File: config.mk
export PLATFORM = sky130hd
export DESIGN_NAME = sorted_insert_list
export DESIGN_NICKNAME = d
export VERILOG_FILES = /design/src/sv/sil_pkg.sv /design/src/sv/sil_ctrl.sv /design/src/sv/sil_datapath.sv /design/src/sv/sorted_insert_list.sv
export SDC_FILE = /design/constraint.sdc
export NUM_CORES = 2
export LEC_CHECK = 0
export BUFFER_PORTS_ARGS = -buffer_cell sky130_fd_sc_hd__buf_2
export CORE_AREA = 10 10 279 281
export CTS_CLUSTER_DIAMETER = 40
export DETAILED_ROUTE_END_ITERATION = 7
export DIE_AREA = 0 0 289 291
export GPL_TIMING_DRIVEN = 1
export PLACE_DENSITY = 0.83
export RECOVER_POWER = 100
export SYNTH_ARGS = -nofsm -noshare
export SYNTH_HDL_FRONTEND = slang
export SYNTH_SLANG_ARGS = --single-unit
export TNS_END_PERCENT = 5
File: constraint.sdc
create_clock -name i_clk -period 12.2 [get_ports i_clk]
set_input_delay 2.44 -clock i_clk [delete_from_list [all_inputs] [get_ports i_clk]]
set_output_delay 2.44 -clock i_clk [all_outputs]
set_load 0.01 [all_outputs]
File: src/sv/sil_pkg.sv
package sil_pkg;

    typedef enum logic [1:0] {
        FUNC_INSERT = 2'd0,
        FUNC_REMOVE = 2'd1,
        FUNC_READ   = 2'd2
    } t_func;

    typedef enum logic [1:0] {
        STATUS_DONE   = 2'd0,
        STATUS_FULL   = 2'd1,
        STATUS_BADPOS = 2'd2
    } t_status;

    // Input word
    typedef struct packed {
        t_func       func;
        logic [15:0] key;
        logic [15:0] payload;
        logic [3:0]  position;
    } t_cmd;

    // Result word
    typedef struct packed {
        t_status     status;
        logic [15:0] entry_key;
        logic [15:0] entry_payload;
        logic [4:0]  count;
    } t_result;

    // Controller to datapath commands
    typedef struct packed {
        logic    capture;
        logic    insert_en;
        logic    remove_en;
        logic    res_load;
        logic    entry_sel;
        t_status res_status;
    } t_dp_ctl;

    // Datapath to controller status
    typedef struct packed {
        t_func func;
        logic  full;
        logic  pos_ok;
    } t_dp_stat;

endpackage

File: src/sv/sil_ctrl.sv
module sil_ctrl import sil_pkg::*; (
    input  logic     i_clk,
    input  logic     i_rst_n,
    input  logic     start,
    input  t_dp_stat i_stat,
    output t_dp_ctl  o_ctl,
    output logic     o_busy,
    output logic     o_strobe
);

    typedef enum logic {
        ST_IDLE,
        ST_EXEC
    } t_state;

    t_state r_state;
    t_state n_state;
    logic   r_busy;
    logic   r_strobe;

    always_comb begin
        unique case (r_state)
            ST_IDLE: n_state = start ? ST_EXEC : ST_IDLE;
            ST_EXEC: n_state = ST_IDLE;
            default: n_state = ST_IDLE;
        endcase
    end

    always_ff @(posedge i_clk) begin
        if (!i_rst_n) begin
            r_state  <= ST_IDLE;
            r_busy   <= 1'b0;
            r_strobe <= 1'b0;
        end else begin
            r_state  <= n_state;
            r_busy   <= (n_state == ST_EXEC);
            r_strobe <= (r_state == ST_EXEC);
        end
    end

    // Decode the held word against list status
    always_comb begin
        o_ctl            = '0;
        o_ctl.res_status = STATUS_DONE;
        o_ctl.capture    = (r_state == ST_IDLE) && start;
        if (r_state == ST_EXEC) begin
            o_ctl.res_load = 1'b1;
            unique case (i_stat.func)
                FUNC_INSERT: begin
                    if (i_stat.full) begin
                        o_ctl.res_status = STATUS_FULL;
                    end else begin
                        o_ctl.insert_en = 1'b1;
                    end
                end
                FUNC_REMOVE: begin
                    if (i_stat.pos_ok) begin
                        o_ctl.remove_en = 1'b1;
                        o_ctl.entry_sel = 1'b1;
                    end else begin
                        o_ctl.res_status = STATUS_BADPOS;
                    end
                end
                FUNC_READ: begin
                    if (i_stat.pos_ok) begin
                        o_ctl.entry_sel = 1'b1;
                    end else begin
                        o_ctl.res_status = STATUS_BADPOS;
                    end
                end
                default: begin
                    o_ctl.res_status = STATUS_DONE;
                end
            endcase
        end
    end

    assign o_busy   = r_busy;
    assign o_strobe = r_strobe;

endmodule

File: src/sv/sil_datapath.sv
module sil_datapath import sil_pkg::*; #(
    parameter int CAPACITY     = 16,
    parameter int KEY_BITS     = 16,
    parameter int PAYLOAD_BITS = 16
) (
    input  logic     i_clk,
    input  logic     i_rst_n,
    input  t_cmd     i_cmd,
    input  t_dp_ctl  i_ctl,
    output t_dp_stat o_stat,
    output t_result  o_result
);

    localparam int CW = $clog2(CAPACITY + 1);
    localparam int IW = $clog2(CAPACITY);
    localparam int PW = (CW > 4) ? CW : 4;

    t_cmd                    r_cmd;
    logic [CW-1:0]           r_count;
    logic [CW-1:0]           n_count;
    logic [KEY_BITS-1:0]     r_keys [CAPACITY];
    logic [PAYLOAD_BITS-1:0] r_pays [CAPACITY];
    logic [CAPACITY-1:0]     w_le;
    logic [KEY_BITS-1:0]     w_new_key;
    logic [PAYLOAD_BITS-1:0] w_new_pay;
    logic [PW-1:0]           w_pos;
    logic [IW-1:0]           w_idx;
    t_result                 r_result;

    always_ff @(posedge i_clk) begin
        if (i_ctl.capture) begin
            r_cmd <= i_cmd;
        end
    end

    assign w_new_key = KEY_BITS'(r_cmd.key);
    assign w_new_pay = PAYLOAD_BITS'(r_cmd.payload);
    assign w_pos     = PW'(r_cmd.position);
    assign w_idx     = w_pos[IW-1:0];

    assign o_stat.func   = r_cmd.func;
    assign o_stat.full   = (r_count == CW'(CAPACITY));
    assign o_stat.pos_ok = (w_pos < PW'(r_count));

    // Row of compare-and-shift cells; entries below count form a sorted prefix
    for (genvar g = 0; g < CAPACITY; g++) begin : g_cell
        localparam int PREV = (g == 0) ? 0 : g - 1;
        localparam int NEXT = (g == CAPACITY - 1) ? g : g + 1;

        logic                    w_first;
        logic [KEY_BITS-1:0]     n_key;
        logic [PAYLOAD_BITS-1:0] n_pay;

        assign w_le[g]  = (CW'(g) < r_count) && (r_keys[g] <= w_new_key);
        assign w_first  = (g == 0) ? 1'b1 : w_le[PREV];

        always_comb begin
            n_key = r_keys[g];
            n_pay = r_pays[g];
            if (i_ctl.insert_en && !w_le[g]) begin
                if (w_first) begin
                    n_key = w_new_key;
                    n_pay = w_new_pay;
                end else begin
                    n_key = r_keys[PREV];
                    n_pay = r_pays[PREV];
                end
            end else if (i_ctl.remove_en && (PW'(g) >= w_pos)) begin
                n_key = r_keys[NEXT];
                n_pay = r_pays[NEXT];
            end
        end

        always_ff @(posedge i_clk) begin
            r_keys[g] <= n_key;
            r_pays[g] <= n_pay;
        end
    end

    always_comb begin
        n_count = r_count;
        if (i_ctl.insert_en) begin
            n_count = r_count + 1'b1;
        end else if (i_ctl.remove_en) begin
            n_count = r_count - 1'b1;
        end
    end

    always_ff @(posedge i_clk) begin
        if (!i_rst_n) begin
            r_count <= '0;
        end else begin
            r_count <= n_count;
        end
    end

    always_ff @(posedge i_clk) begin
        if (i_ctl.res_load) begin
            r_result.status <= i_ctl.res_status;
            r_result.count  <= 5'(n_count);
            if (i_ctl.entry_sel) begin
                r_result.entry_key     <= 16'(r_keys[w_idx]);
                r_result.entry_payload <= 16'(r_pays[w_idx]);
            end else begin
                r_result.entry_key     <= '0;
                r_result.entry_payload <= '0;
            end
        end
    end

    assign o_result = r_result;

    a_count_max: assert property (@(posedge i_clk) disable iff (!i_rst_n)
        r_count <= CW'(CAPACITY))
        else $error("entry count above capacity");

    a_insert_room: assert property (@(posedge i_clk) disable iff (!i_rst_n)
        i_ctl.insert_en |-> (r_count < CW'(CAPACITY)))
        else $error("insert into a full list");

    a_remove_pos: assert property (@(posedge i_clk) disable iff (!i_rst_n)
        i_ctl.remove_en |-> (w_pos < PW'(r_count)))
        else $error("remove at a position outside the list");

    a_insert_grow: assert property (@(posedge i_clk) disable iff (!i_rst_n)
        i_ctl.insert_en |=> (r_count == $past(r_count) + 1'b1))
        else $error("count did not advance on insert");

endmodule

File: src/sv/sorted_insert_list.sv
// Sorted insert list: a fixed-capacity list kept in ascending unsigned key order.
// Input channel: drive i_cmd and raise start; the word is taken at the rising
// edge where start is high and busy is low. func selects insert (stable: the new
// entry lands after every entry with a key less than or equal to its own),
// remove at position (the gap closes), or read at position. Unused func code 3
// does nothing and reports done.
// Result channel: o_strobe is high for exactly one cycle with o_result valid;
// the receiver must take it then, it cannot stall the block.
// Order: the accepting edge enters the execute state; the edge ending it loads
// the result and raises the strobe. busy is high for the one execute cycle, and
// no new word is taken until idle; start may be held high during the strobe
// cycle. The cell row shifts all slots at once.
// Status reports list full on insert, or a position not below the count; the
// count after the operation rides on every result.
// Reset (synchronous, active low) empties the list and idles the controller;
// slot contents are not cleared and are never read before being written.
module sorted_insert_list import sil_pkg::*; #(
    parameter int CAPACITY     = 16,
    parameter int KEY_BITS     = 16,
    parameter int PAYLOAD_BITS = 16
) (
    input  logic    i_clk,
    input  logic    i_rst_n,
    input  logic    start,
    input  t_cmd    i_cmd,
    output logic    busy,
    output logic    o_strobe,
    output t_result o_result
);

    t_dp_ctl  w_ctl;
    t_dp_stat w_stat;

    // Sequence capture and execute, decode status into shift commands
    sil_ctrl u_ctrl (
        .i_clk    (i_clk),
        .i_rst_n  (i_rst_n),
        .start    (start),
        .i_stat   (w_stat),
        .o_ctl    (w_ctl),
        .o_busy   (busy),
        .o_strobe (o_strobe)
    );

    // Hold the slot row, count and result register
    sil_datapath #(
        .CAPACITY     (CAPACITY),
        .KEY_BITS     (KEY_BITS),
        .PAYLOAD_BITS (PAYLOAD_BITS)
    ) u_datapath (
        .i_clk    (i_clk),
        .i_rst_n  (i_rst_n),
        .i_cmd    (i_cmd),
        .i_ctl    (w_ctl),
        .o_stat   (w_stat),
        .o_result (o_result)
    );

endmodule
==> results.md <==
- Top post-synthesis cells by area: edfxtp_1, mux4_2, ha_1, mux2i_1, a21oi_1
- Root Buffer: clkbuf_16
- Relative slew slack: -212%
- Layout cell share with drive strength beyond 1: 15.3%
- DR vias/cell: 6.93
- CTS max path bufs: 3
- Yosys reg bits: 596
- Pwr Density: 133 nW/µm²
- CTS Sinks: 596
- Core area: 72300 µm²
- Resized Gates After CTS: 0
- Fin area: 43600 µm²
- Run status: complete, but fails checks
- Initial Util: 54.5%
- FF-to-FF setup slack: 4.26 ns
- DR WL/cell: 26.9 µm
- Type of origin of the critical path: register
- DR DRC count: 0
- Area of the multi-input gates: 20200 µm²
- Setup_tns: 0 ns
- CP endpoint kind: register
- Die Y: 291 µm
- Final Setup Violations: 0
- GRT Overall Usage: 28.1%
- Worst skew pair latency: 0.68 ns
- CTS tree: yes
- Post-synth top area cell: edfxtp_1
- Layout filler cell count: 5534
- Synthesized net count: 3788
- Worst IR Drop VDD: 0.000114 V
- Maximum achievable frequency: 126 MHz
- Post-DP HPWL: 81100 µm
- Routed Antenna Nets: 0
- N_diodes: 0
- Failing checks: max-capacitance violations, max-slew violations
- CTS buffer count: 94
- Total number of vias: 31100
- Ys async rst share: 0%
- DP Area: 40700 µm²
- Worst hold path type: reg -> reg
- Slew @ Worst Pin: 4.63 ns
- Crit path max fanout: 57
- Final Max Slew Viols: 1418
- Yosys Warn Count: 0
- Final period utilization: 65.1%
- I/O Buffers: 81
- Pleak: 16.4 nW
- Final Hold Viols: 0
- FF/Latch Area: 17800 µm²
- Reg2Reg Depth: 7
- Syn Std Cell Area: 39400 µm²
- IO Pins: 82
- Reg2reg end: u_datapath.r_keys[2][7]
- Fin Hold WS: 0.564 ns
- Avg Synthesized Cell Area: 11.3 µm²
- Final worst path period need: 7.94 ns
- Hold path start: u_datapath.r_pays[15][0]
- H-tree depth: 3
- DRT iter0 DRCs: 4358
- Overflow after GRT: 0
- Post-synth EDFFs: 589
- Top-count cell post-synth: edfxtp_1
- WP data required: 12.44 ns
- Nets: 3761
- Post-synth top cells: edfxtp_1, a21oi_1, nand2_1, nor2_1, mux2i_1
- Die Width: 289 µm
- Dpl cells: 4318
- Post-CTS setup buffer count: 0
- Post-Synthesis Cells: 3482
- Drt pass-1 iters: 8
- First-pass GRT wire length: 184000 µm
- Wirelength, routed: 121000 µm
- Non-Filler Instances: 4495
- CTS clk-pin slew, worst paths: 0.05 ns
- Reg-to-reg startpoint: u_ctrl.r_state
- Hold_buf cts: 0
- Endpoint, Worst Hold: u_datapath.r_pays[14][0]
- Critical path type: reg -> reg
- Gpl congestion: 0.956
- Cell variety after synth: 68
- MaxCap Viol Count: 35
- Worst Hold Depth: 2
- Share of the synthesized area in the top cell type: 44.9%
- Worst Skew: 0.0440 ns
- Die area: 84100 µm²
- Area Growth Syn to Fin: 10.7%
- Antenna violations before repair: 6
- Largest net degree at the start of global routing: 121
- Unrepaired setup endpoints after global routing: no
- Vias in the first global route: 30400
- Synth Flop Type: edfxtp_1
- Register area share after synthesis: 45.2%
- Critical Path AT: 8.18 ns
- FP Rows: 99
## cells in the final DEF (no fill, tap or decap), drive strengths merged, types with 15 or more instances in the layout
cell / count
edfxtp: 589
a21oi: 334
nand2: 323
nor2: 314
mux2i: 292
ha: 265
o21ai: 207
clkbuf: 177
mux4: 160
mux2: 125
buf: 83
nor2b: 67
nand3: 66
inv: 59
nand4: 42
a31oi: 40
a22oi: 37
a21o: 35
a41oi: 32
clkinv: 29
nor3: 25
and3: 22
nor4: 20
clkinvlp: 20
or3: 19
a221oi: 17
or3b: 17
o311a: 15
and2: 15
## worst max-delay path by stage
stage,start,end,slack [ns],cells past startpoint
after floorplan,u_ctrl.r_state,u_datapath.r_keys[0][0],6.13,6
after global placement,u_datapath.w_new_key[12],u_datapath.r_keys[2][2],7.52,10
after detailed placement,u_datapath.w_new_key[13],u_datapath.r_keys[2][3],7.38,10
after CTS,u_datapath.w_new_key[13],u_datapath.r_keys[2][7],7.32,10
after global routing,u_ctrl.r_state,u_datapath.r_keys[2][7],3.96,7
final,u_ctrl.r_state,u_datapath.r_keys[2][7],4.26,7
## power by group
part           internal, mW  switching, mW
clock network          1.73           1.09
registers              2.31         0.0695
logic                 0.232          0.359
## state kept, by name, indices dropped and copies added, names as in the netlist
register              flops
u_ctrl.o_strobe           1
u_ctrl.r_state            1
u_datapath.o_result      39
u_datapath.o_stat         2
u_datapath.r_count        5
u_datapath.r_keys       256
u_datapath.r_pays       256
u_datapath.w_idx          4
u_datapath.w_new_key     16
u_datapath.w_new_pay     16
## layer usage
metal | global-route usage [%] | part of all wire (%) | vias to the layer above
li1 | - | - | 13300
met1 | 36.5 | 36 | 15000
met2 | 42.9 | 45 | 2399
met3 | 7.35 | 14 | 410
met4 | 14.2 | 5.0 | 6
met5 | 0 | 0.036 | -
## final cells by class
cell class                      instances  area share (%)
Clock inverter                         76            2.13
Tap cell                              959            2.75
Multi-Input combinational cell       2559            46.4
Sequential cell                       596            40.9
Timing Repair Buffer                  159            1.94
Inverter                               45           0.387
Clock buffer                          101            5.50
## stage by stage
| stage | setup slack (ns) | total power [mW] | util, % |
|---|---|---|---|
| floorplan | 6.13 | 2.79 | - |
| global placement | 7.52 | 2.97 | 56.3 |
| detailed placement | 7.38 | 2.99 | 56.3 |
| CTS | 7.32 | 5.79 | 60.9 |
| global route | 3.96 | 5.94 | 60.3 |
| finish | 4.26 | 5.80 | 60.3 |
## cell families after synthesis
logic type               count (synthesis)  share of synthesized area (%)
AO/OA/AOI/OAI                          767                           11.4
XOR/XNOR                                 4                         0.0889
adder cells (fa/ha/maj)                265                           8.42
buffers and inverters                  327                           3.51
flip-flops                             596                           45.2
multiplexers                           577                           20.4
AND/OR/NAND/NOR                        946                           10.9
## worst max-delay path, stage by stage (launching register included)
cell	delay [ns]
dfxtp_1	0.31
clkbuf_1	2.11
nand2_1	0.35
a31oi_2	0.30
clkbuf_1	0.94
o211ai_1	0.53
clkbuf_1	1.14
nand2_1	1.79
Note: power is estimated with default switching activity, not from simulation.
